--- config.mk ---
export PLATFORM = sky130hd
export DESIGN_NAME = compass_heading_hard_iron_flat
export DESIGN_NICKNAME = d
export VERILOG_FILES = /design/src/rtl/chhi_pkg.sv /design/src/rtl/chhi_if.sv /design/src/rtl/compass_heading_hard_iron.sv /design/src/flat_wrapper.sv
export SDC_FILE = /design/constraint.sdc
export NUM_CORES = 1
export LEC_CHECK = 0
export ABC_AREA = 1
export BUFFER_PORTS_ARGS = -buffer_cell sky130_fd_sc_hd__clkbuf_2
export CELL_PAD_IN_SITES_DETAIL_PLACEMENT = 1
export CELL_PAD_IN_SITES_GLOBAL_PLACEMENT = 1
export CORE_ASPECT_RATIO = 0.9
export CORE_MARGIN = 2
export CORE_UTILIZATION = 42
export CTS_BUF_LIST = sky130_fd_sc_hd__clkbuf_8
export DETAILED_ROUTE_END_ITERATION = 10
export GPL_TIMING_DRIVEN = 0
export PLACE_DENSITY_LB_ADDON = 0.25
export SETUP_SLACK_MARGIN = 0.15
export SLEW_MARGIN = 20
export SYNTH_ARGS = -nofsm -noshare
export SYNTH_HDL_FRONTEND = slang
export SYNTH_SLANG_ARGS = --single-unit
--- constraint.sdc ---
create_clock -name clk -period 7.8 [get_ports clk]
set_clock_uncertainty 0.2 [all_clocks]
set_input_delay 1.56 -clock clk [delete_from_list [all_inputs] [get_ports clk]]
set_output_delay 1.56 -clock clk [all_outputs]
set_load 0.05 [all_outputs]
--- src/rtl/chhi_pkg.sv ---
// ----------------------------------------------------------------------------
// Compass heading package
// Widths, reset values, register indexes, sequencer states and the
// arctangent table shared by the compass heading block.
// ----------------------------------------------------------------------------
`timescale 1ns / 1ps

package chhi_pkg;

    localparam int SAMPLE_W  = 16;
    localparam int HEAD_W    = 15;
    localparam int VEC_W     = 18;
    localparam int PRE_SHIFT = 20;
    localparam int ANG_BITS  = 20;
    localparam int ACC_W     = VEC_W + PRE_SHIFT + 3;
    localparam int ANG_W     = 30;
    localparam int ATAN_W    = 26;
    localparam int TABLE_LEN = 24;
    localparam int STEP_W    = 5;
    localparam int PADDR_W   = 3;
    localparam int PDATA_W   = 32;

    localparam int FRAC_BITS_DEF    = 6;
    localparam int CORDIC_STEPS_DEF = 16;

    localparam logic signed [SAMPLE_W-1:0] MIN_RESET = 16'sh7FFF;
    localparam logic signed [SAMPLE_W-1:0] MAX_RESET = 16'sh8000;

    localparam logic REG_IDX_APPLY_CAL = 1'b0;

    typedef enum logic [2:0] {
        ST_IDLE,
        ST_PREP,
        ST_ITER,
        ST_WRAP,
        ST_ROUND
    } state_t;

    // atan(2^-i) in units of 2^-20 degree, rounded to nearest.
    function automatic logic [ATAN_W-1:0] atan_lut(input logic [STEP_W-1:0] idx);
        logic [ATAN_W-1:0] val;
        begin
            case (idx)
                5'd0:    val = 26'd47185920;
                5'd1:    val = 26'd27855475;
                5'd2:    val = 26'd14718068;
                5'd3:    val = 26'd7471121;
                5'd4:    val = 26'd3750058;
                5'd5:    val = 26'd1876857;
                5'd6:    val = 26'd938658;
                5'd7:    val = 26'd469357;
                5'd8:    val = 26'd234682;
                5'd9:    val = 26'd117342;
                5'd10:   val = 26'd58671;
                5'd11:   val = 26'd29335;
                5'd12:   val = 26'd14668;
                5'd13:   val = 26'd7334;
                5'd14:   val = 26'd3667;
                5'd15:   val = 26'd1833;
                5'd16:   val = 26'd917;
                5'd17:   val = 26'd458;
                5'd18:   val = 26'd229;
                5'd19:   val = 26'd115;
                5'd20:   val = 26'd57;
                5'd21:   val = 26'd29;
                5'd22:   val = 26'd14;
                5'd23:   val = 26'd7;
                default: val = '0;
            endcase
            return val;
        end
    endfunction

endpackage

--- src/rtl/chhi_if.sv ---
// ----------------------------------------------------------------------------
// Compass heading channel interfaces
// Valid/ready channels for magnetometer samples and heading results.
// ----------------------------------------------------------------------------
`timescale 1ns / 1ps

interface chhi_in_if;
    logic                                  valid;
    logic                                  ready;
    logic signed [chhi_pkg::SAMPLE_W-1:0]  raw_x;
    logic signed [chhi_pkg::SAMPLE_W-1:0]  raw_y;
    logic                                  learn;

    modport source (output valid, raw_x, raw_y, learn, input ready);
    modport sink   (input valid, raw_x, raw_y, learn, output ready);
endinterface

interface chhi_out_if;
    logic                                  valid;
    logic                                  ready;
    logic        [chhi_pkg::HEAD_W-1:0]    heading;
    logic signed [chhi_pkg::SAMPLE_W-1:0]  x_low;
    logic signed [chhi_pkg::SAMPLE_W-1:0]  x_high;
    logic signed [chhi_pkg::SAMPLE_W-1:0]  y_low;
    logic signed [chhi_pkg::SAMPLE_W-1:0]  y_high;

    modport source (output valid, heading, x_low, x_high, y_low, y_high, input ready);
    modport sink   (input valid, heading, x_low, x_high, y_low, y_high, output ready);
endinterface

--- src/rtl/compass_heading_hard_iron.sv ---
// ----------------------------------------------------------------------------
// Compass heading with hard-iron learning
// Each sample transaction optionally widens the stored X/Y extremes, then a
// vectoring CORDIC turns the raw or hard-iron corrected vector into a heading
// in 1/2^FRAC_BITS degree steps, returned with the current extremes. The
// states run in order: IDLE accepts the sample, PREP forms the vector,
// ITER does the CORDIC rotations through the single shift-add datapath,
// WRAP wraps the angle and ROUND rounds it, waiting while an earlier
// result is still unread. The block takes one sample at a time; a finished
// result waits in the output register while the next sample is accepted.
// ----------------------------------------------------------------------------
`timescale 1ns / 1ps

module compass_heading_hard_iron #(
    parameter int FRAC_BITS    = chhi_pkg::FRAC_BITS_DEF,
    parameter int CORDIC_STEPS = chhi_pkg::CORDIC_STEPS_DEF
) (
    input  logic                           clk,
    input  logic                           rst_n,
    input  logic                           psel,
    input  logic                           penable,
    input  logic                           pwrite,
    input  logic [chhi_pkg::PADDR_W-1:0]   paddr,
    input  logic [chhi_pkg::PDATA_W-1:0]   pwdata,
    output logic [chhi_pkg::PDATA_W-1:0]   prdata,
    output logic                           pready,
    chhi_in_if.sink                        sample,
    chhi_out_if.source                     result
);

    localparam int SW = chhi_pkg::SAMPLE_W;
    localparam int VW = chhi_pkg::VEC_W;
    localparam int AW = chhi_pkg::ACC_W;
    localparam int ZW = chhi_pkg::ANG_W;
    localparam int HW = chhi_pkg::HEAD_W;
    localparam int NW = chhi_pkg::STEP_W;

    localparam int LAST_STEP = ((CORDIC_STEPS < chhi_pkg::TABLE_LEN) ?
                                CORDIC_STEPS : chhi_pkg::TABLE_LEN) - 1;
    localparam int RND_SHIFT = chhi_pkg::ANG_BITS - FRAC_BITS;

    localparam logic signed [ZW-1:0] HALF_TURN_Z = ZW'(180 << chhi_pkg::ANG_BITS);
    localparam logic signed [ZW-1:0] FULL_TURN_Z = ZW'(360 << chhi_pkg::ANG_BITS);
    localparam logic signed [ZW-1:0] RND_HALF    = ZW'(1 << (RND_SHIFT - 1));
    localparam logic        [ZW-1:0] FULL_TURN_H = ZW'(360 << FRAC_BITS);
    localparam logic        [NW-1:0] LAST_IDX    = NW'(LAST_STEP);

    chhi_pkg::state_t state_reg, state_next;

    logic                   apply_cal_reg;
    logic signed [SW-1:0]   min_x_reg, max_x_reg, min_y_reg, max_y_reg;
    logic signed [SW-1:0]   min_x_next, max_x_next, min_y_next, max_y_next;
    logic signed [SW-1:0]   sx_reg, sy_reg;
    logic signed [AW-1:0]   x_reg, y_reg, x_next, y_next;
    logic signed [ZW-1:0]   z_reg, z_next;
    logic                   zero_reg, zero_next;
    logic [NW-1:0]          cnt_reg, cnt_next;
    logic                   out_valid_reg, out_valid_next;
    logic [HW-1:0]          heading_reg, heading_next;
    logic                   out_load;

    logic                   in_acc;
    logic                   cfg_wr;
    logic signed [VW-1:0]   vx_w, vy_w;
    logic signed [AW-1:0]   ax_w, ay_w, xsh_w, ysh_w;
    logic signed [ZW-1:0]   atan_w, zwrap_w;
    logic        [ZW-1:0]   hq_w, hfix_w;

    assign in_acc       = sample.valid && sample.ready;
    assign sample.ready = (state_reg == chhi_pkg::ST_IDLE);

    assign pready = 1'b1;
    assign cfg_wr = psel && penable && pwrite && (paddr[2] == chhi_pkg::REG_IDX_APPLY_CAL);
    assign prdata = (paddr[2] == chhi_pkg::REG_IDX_APPLY_CAL) ?
                    {{(chhi_pkg::PDATA_W-1){1'b0}}, apply_cal_reg} : '0;

    always_comb
    begin
        min_x_next = min_x_reg;
        max_x_next = max_x_reg;
        min_y_next = min_y_reg;
        max_y_next = max_y_reg;
        if (in_acc && sample.learn)
        begin
            if (sample.raw_x < min_x_reg)
            begin
                min_x_next = sample.raw_x;
            end
            if (sample.raw_x > max_x_reg)
            begin
                max_x_next = sample.raw_x;
            end
            if (sample.raw_y < min_y_reg)
            begin
                min_y_next = sample.raw_y;
            end
            if (sample.raw_y > max_y_reg)
            begin
                max_y_next = sample.raw_y;
            end
        end
    end

    always_comb
    begin
        if (apply_cal_reg)
        begin
            vx_w = (VW'(sx_reg) <<< 1) - VW'(max_x_reg) - VW'(min_x_reg);
            vy_w = (VW'(sy_reg) <<< 1) - VW'(max_y_reg) - VW'(min_y_reg);
        end
        else
        begin
            vx_w = VW'(sx_reg);
            vy_w = VW'(sy_reg);
        end
        ax_w = AW'(vx_w) <<< chhi_pkg::PRE_SHIFT;
        ay_w = AW'(vy_w) <<< chhi_pkg::PRE_SHIFT;
    end

    assign xsh_w   = x_reg >>> cnt_reg;
    assign ysh_w   = y_reg >>> cnt_reg;
    assign atan_w  = signed'(ZW'(chhi_pkg::atan_lut(cnt_reg)));
    assign zwrap_w = z_reg[ZW-1] ? (z_reg + FULL_TURN_Z) : z_reg;
    assign hq_w    = unsigned'(z_reg) >> RND_SHIFT;
    assign hfix_w  = (hq_w >= FULL_TURN_H) ? (hq_w - FULL_TURN_H) : hq_w;

    always_comb
    begin
        state_next     = state_reg;
        x_next         = x_reg;
        y_next         = y_reg;
        z_next         = z_reg;
        zero_next      = zero_reg;
        cnt_next       = cnt_reg;
        heading_next   = heading_reg;
        out_load       = 1'b0;
        out_valid_next = out_valid_reg && !result.ready;
        case (state_reg)
            chhi_pkg::ST_IDLE:
            begin
                if (in_acc)
                begin
                    state_next = chhi_pkg::ST_PREP;
                end
            end
            chhi_pkg::ST_PREP:
            begin
                zero_next = (vx_w == '0) && (vy_w == '0);
                cnt_next  = '0;
                if (vx_w < 0)
                begin
                    x_next = -ax_w;
                    y_next = -ay_w;
                    z_next = HALF_TURN_Z;
                end
                else
                begin
                    x_next = ax_w;
                    y_next = ay_w;
                    z_next = '0;
                end
                state_next = chhi_pkg::ST_ITER;
            end
            chhi_pkg::ST_ITER:
            begin
                if (!y_reg[AW-1])
                begin
                    x_next = x_reg + ysh_w;
                    y_next = y_reg - xsh_w;
                    z_next = z_reg + atan_w;
                end
                else
                begin
                    x_next = x_reg - ysh_w;
                    y_next = y_reg + xsh_w;
                    z_next = z_reg - atan_w;
                end
                if (cnt_reg == LAST_IDX)
                begin
                    state_next = chhi_pkg::ST_WRAP;
                end
                else
                begin
                    cnt_next = cnt_reg + 1'b1;
                end
            end
            chhi_pkg::ST_WRAP:
            begin
                z_next     = zwrap_w + RND_HALF;
                state_next = chhi_pkg::ST_ROUND;
            end
            chhi_pkg::ST_ROUND:
            begin
                if (!out_valid_reg || result.ready)
                begin
                    out_load       = 1'b1;
                    out_valid_next = 1'b1;
                    heading_next   = zero_reg ? '0 : hfix_w[HW-1:0];
                    state_next     = chhi_pkg::ST_IDLE;
                end
            end
            default:
            begin
                state_next = chhi_pkg::ST_IDLE;
            end
        endcase
    end

    always_ff @(posedge clk or negedge rst_n)
    begin
        if (!rst_n)
        begin
            state_reg     <= chhi_pkg::ST_IDLE;
            apply_cal_reg <= 1'b0;
            min_x_reg     <= chhi_pkg::MIN_RESET;
            max_x_reg     <= chhi_pkg::MAX_RESET;
            min_y_reg     <= chhi_pkg::MIN_RESET;
            max_y_reg     <= chhi_pkg::MAX_RESET;
            out_valid_reg <= 1'b0;
            cnt_reg       <= '0;
        end
        else
        begin
            state_reg     <= state_next;
            min_x_reg     <= min_x_next;
            max_x_reg     <= max_x_next;
            min_y_reg     <= min_y_next;
            max_y_reg     <= max_y_next;
            out_valid_reg <= out_valid_next;
            cnt_reg       <= cnt_next;
            if (cfg_wr)
            begin
                apply_cal_reg <= pwdata[0];
            end
        end
    end

    always_ff @(posedge clk)
    begin
        if (in_acc)
        begin
            sx_reg <= sample.raw_x;
            sy_reg <= sample.raw_y;
        end
        x_reg       <= x_next;
        y_reg       <= y_next;
        z_reg       <= z_next;
        zero_reg    <= zero_next;
        heading_reg <= heading_next;
        if (out_load)
        begin
            result.x_low  <= min_x_reg;
            result.x_high <= max_x_reg;
            result.y_low  <= min_y_reg;
            result.y_high <= max_y_reg;
        end
    end

    assign result.valid   = out_valid_reg;
    assign result.heading = heading_reg;

endmodule

--- src/flat_wrapper.sv ---
// flat-port wrapper written by rule: the top's interface ports become plain ports
module compass_heading_hard_iron_flat 
#(
    parameter int FRAC_BITS    = chhi_pkg::FRAC_BITS_DEF,
    parameter int CORDIC_STEPS = chhi_pkg::CORDIC_STEPS_DEF
)
  (clk, rst_n, psel, penable, pwrite, paddr, pwdata, prdata, pready, sample_valid, sample_raw_x, sample_raw_y, sample_learn, sample_ready, result_valid, result_heading, result_x_low, result_x_high, result_y_low, result_y_high, result_ready);
  chhi_in_if sample_i ();
  chhi_out_if result_i ();
  input  logic clk;
  input  logic rst_n;
  input  logic psel;
  input  logic penable;
  input  logic pwrite;
  input  logic [chhi_pkg::PADDR_W-1:0] paddr;
  input  logic [chhi_pkg::PDATA_W-1:0] pwdata;
  output logic [chhi_pkg::PDATA_W-1:0] prdata;
  output logic pready;
  input wire logic [$bits(sample_i.valid)-1:0] sample_valid;
  input wire logic [$bits(sample_i.raw_x)-1:0] sample_raw_x;
  input wire logic [$bits(sample_i.raw_y)-1:0] sample_raw_y;
  input wire logic [$bits(sample_i.learn)-1:0] sample_learn;
  output wire logic [$bits(sample_i.ready)-1:0] sample_ready;
  output wire logic [$bits(result_i.valid)-1:0] result_valid;
  output wire logic [$bits(result_i.heading)-1:0] result_heading;
  output wire logic [$bits(result_i.x_low)-1:0] result_x_low;
  output wire logic [$bits(result_i.x_high)-1:0] result_x_high;
  output wire logic [$bits(result_i.y_low)-1:0] result_y_low;
  output wire logic [$bits(result_i.y_high)-1:0] result_y_high;
  input wire logic [$bits(result_i.ready)-1:0] result_ready;
  assign sample_i.valid = sample_valid;
  assign sample_i.raw_x = sample_raw_x;
  assign sample_i.raw_y = sample_raw_y;
  assign sample_i.learn = sample_learn;
  assign sample_ready = sample_i.ready;
  assign result_valid = result_i.valid;
  assign result_heading = result_i.heading;
  assign result_x_low = result_i.x_low;
  assign result_x_high = result_i.x_high;
  assign result_y_low = result_i.y_low;
  assign result_y_high = result_i.y_high;
  assign result_i.ready = result_ready;
  compass_heading_hard_iron #(.FRAC_BITS(FRAC_BITS), .CORDIC_STEPS(CORDIC_STEPS)) u_core (.clk(clk), .rst_n(rst_n), .psel(psel), .penable(penable), .pwrite(pwrite), .paddr(paddr), .pwdata(pwdata), .prdata(prdata), .pready(pready), .sample(sample_i), .result(result_i));
endmodule
==> impl_metrics.csv <==
group,metric,value,unit
cts,root_buffer,"clkbuf_8",
cts,htreeDepth,2,
yosys,yosysTopAreaCell,"edfxtp_1",
yosys,synth.avg_cell_area,6.75,sq um
critical_path,cp_slowest_cell,"o21ai_1",
critical_path,worst_setup_path_start_kind,"flip-flop",
cts,clkSlewWorstSetupHoldPaths,0.06,ns
yosys,synthTopCellsByArea,"edfxtp_1 (22%), nand2_1 (15%), ha_1 (9.4%), nand3_1 (8.8%), inv_1 (6.3%)",
timing,setup_ws,0.693,ns
yosys,mappedNetlistArea,30700,sq um
routing,drcViolationCount,0,
timing,fmax,0.141,GHz
yosys,synth-edff-count,224,
timing,fin_crit,7.11,ns
layout,final-instance-count-excl-fill,5794,
layout,num-nets-final,5125,
routing,wl_per_cell,22.9,microns
yosys,postSynthCellCount,4553,
routing,firstDrtPassIters,5,
placement,hpwl,108,mm
timing,relSlewSlack,27.3,%
floorplanning,die_h,261,microns
cts,cts_resized,0,
floorplanning,die_area,75400,sq um
timing,tns,0,ns
routing,drt-vias-per-instance,5.79,
yosys,synth_seq_cells,298,
critical_path,required,8.10,ns
yosys,yosys_warnings,0,
floorplanning,initial_core_util,42.2,%
yosys,seq_area_frac_synth,28.0,%
timing,finalHoldViolCount,0,
critical_path,critPathKind,"flip-flop to flip-flop",
global_routing,groute.usage.overall,34.5,%
floorplanning,die_w,289,microns
cts,cts_setup_buffers,0,
timing,maxSlewViolCount,0,
placement,preCtsSetupSlack,0.798,ns
critical_path,worst_ep_arrival_time,7.41,ns
cts,hold_buffers,0,
cts,tritoncts,"built",
global_routing,overflow,0,
timing,rsz0062_at_grt,"no",
status,status,"complete, no violations",
routing,drt_wl_total,133,mm
routing,drt_iter0_drc,3361,
global_routing,grt_pass1_wl,199,mm
min_path,hp-class,"flip-flop to flip-flop",
routing,ant_nets,0,
placement,dp_cells,5684,
placement,routabilityCongestion,1.05,
run,maxCapViolCount,0,
critical_path,cp_common_cell,"nand2_1",
layout,drive_gt1_share,9.15,%
cts,cts_inserted_buffers,57,
global_routing,antenna_found_initial,4,
timing,setup_viol_count_final,0,
cts,clk_path_buf_depth,3,
yosys,synthFlopType,"edfxtp_1",
timing,worstMarginPinSlew,1.09,ns
critical_path,crit_fanout,10,
floorplanning,row_count,94,
global_routing,grt_pass1_vias,33210,
floorplanning,core,72800,sq um
cts,insertion_delay,0.75,ns
cts,cts.sinks,298,
layout,area_growth_syn_to_layout,11.2,%
yosys,async_reset_ff_share,24.8,%
timing,fin_crit_sh,91.1,%
critical_path,critPathMaxStageDelay,0.64,ns
floorplanning,ioPinCount,189,
yosys,synthDistinctLibCells,70,
global_routing,grt_max_degree,46,
placement,port_buffers,123,
routing,vias,33562,
yosys,synth_top_area_share,21.9,%
critical_path,endpoint_kind,"flip-flop",
[cell usage in the layout, fill, tap and decap left out, types with 36 or more instances in the layout]
cell type	instances
nand4_1	38
ha_1	231
o21ai_0	333
buf_2	49
a21oi_1	326
nand2_1	1241
o21ai_1	40
clkbuf_2	124
xor2_1	68
nand3_1	542
edfxtp_1	224
nor3_1	42
xnor2_1	36
clkbuf_1	55
clkbuf_8	64
dfrtp_1	42
nor2_1	343
buf_4	55
inv_1	541
[metal layers]
metal | global-route usage, % | routed length [microns] | up-vias | part of all wire [%]
li1 | - | - | 15705 | -
met1 | 47.6 | 58900 | 16352 | 44
met5 | 0.641 | 81 | - | 0.061
met2 | 54.0 | 57700 | 1263 | 44
met3 | 7.08 | 11300 | 238 | 8.6
met4 | 11.2 | 4540 | 4 | 3.4
[worst max-delay path: cells and delay by family, from the launching register on]
kind            cells  cell delay (ns)
simple gates       13             2.62
compound gates      7             2.02
buf+inv             5             0.74
fa+ha+maj           2             0.53
flops               1             0.50
xor+xnor            1             0.20
[area by class of cell]
cell class / instances / area, sq um
repair buffers: 142 / 880
diodes: 2 / 5.00
multi-input cells: 3573 / 19300
clock buffers: 64 / 881
fillers: 9701 / 38600
well taps: 960 / 1200
clock inverters: 43 / 318
plain buffers: 180 / 1010
inverters: 532 / 2000
flip-flops and latches: 298 / 8620
[cell usage after synthesis, types with 28 or more instances]
| master | n |
|---|---|
| a21o_1 | 28 |
| nor2_1 | 345 |
| clkbuf_1 | 57 |
| a21oi_1 | 327 |
| inv_1 | 518 |
| buf_4 | 46 |
| nor3_1 | 44 |
| xnor2_1 | 36 |
| buf_2 | 49 |
| fa_1 | 35 |
| o21ai_1 | 39 |
| xor2_1 | 68 |
| nand2_1 | 1241 |
| edfxtp_1 | 224 |
| dfrtp_1 | 42 |
| o21ai_0 | 334 |
| ha_1 | 231 |
| nand4_1 | 38 |
| nand3_1 | 542 |
| dfstp_2 | 32 |
[kinds of logic (layout without fill, tap and decap cells)]
| group | after synthesis | in the layout | synth area share (%) |
|---|---|---|---|
| compound gates | 879 | 879 | 15.9 |
| mux | 1 | 1 | 0.0326 |
| flops | 298 | 298 | 28.0 |
| fa+ha+maj | 266 | 266 | 11.7 |
| other cells | 2 | 34 | 0.0244 |
| buf+inv | 712 | 961 | 9.79 |
| simple gates | 2291 | 2291 | 31.5 |
| xor+xnor | 104 | 104 | 2.96 |
[per-stage QoR]
stage | utilization [%] | cell area [sq um] | hold WS [ns]
global placement | 44.9 | 32700 | 0.262
finish | 46.9 | 34200 | 0.289
CTS | 46.9 | 34100 | 0.278
global route | 46.9 | 34200 | 0.289
detailed placement | 45.3 | 32900 | 0.263
floorplan | - | 30900 | 0.247
[worst paths after layout]
| check | startpoint | to | slack (ns) | depth (start not counted) |
|---|---|---|---|---|
| setup reg to reg | u_core.cnt_reg[0]$_DFFE_PN0P_ | u_core.y_reg[34]$_DFFE_PP_ | 0.69 | 28 |
| max in group asynchronous | rst_n | u_core.min_y_reg[3]$_DFFE_PN1P_ | 6.09 | 2 |
| hold reg to reg | u_core.min_y_reg[15]$_DFFE_PN0P_ | u_core.result.y_low[15]$_DFFE_PP_ | 0.29 | 0 |
| min in group asynchronous | rst_n | u_core.max_x_reg[0]$_DFFE_PN0P_ | 0.63 | 1 |
| hold / removal | u_core.min_y_reg[15]$_DFFE_PN0P_ | u_core.result.y_low[15]$_DFFE_PP_ | 0.29 | 0 |
| setup / recovery | u_core.cnt_reg[0]$_DFFE_PN0P_ | u_core.y_reg[34]$_DFFE_PP_ | 0.69 | 28 |
Power is left out: the tool's default activity adds up to more than one toggle a clock period on the data nets, which glitch-free logic cannot reach.
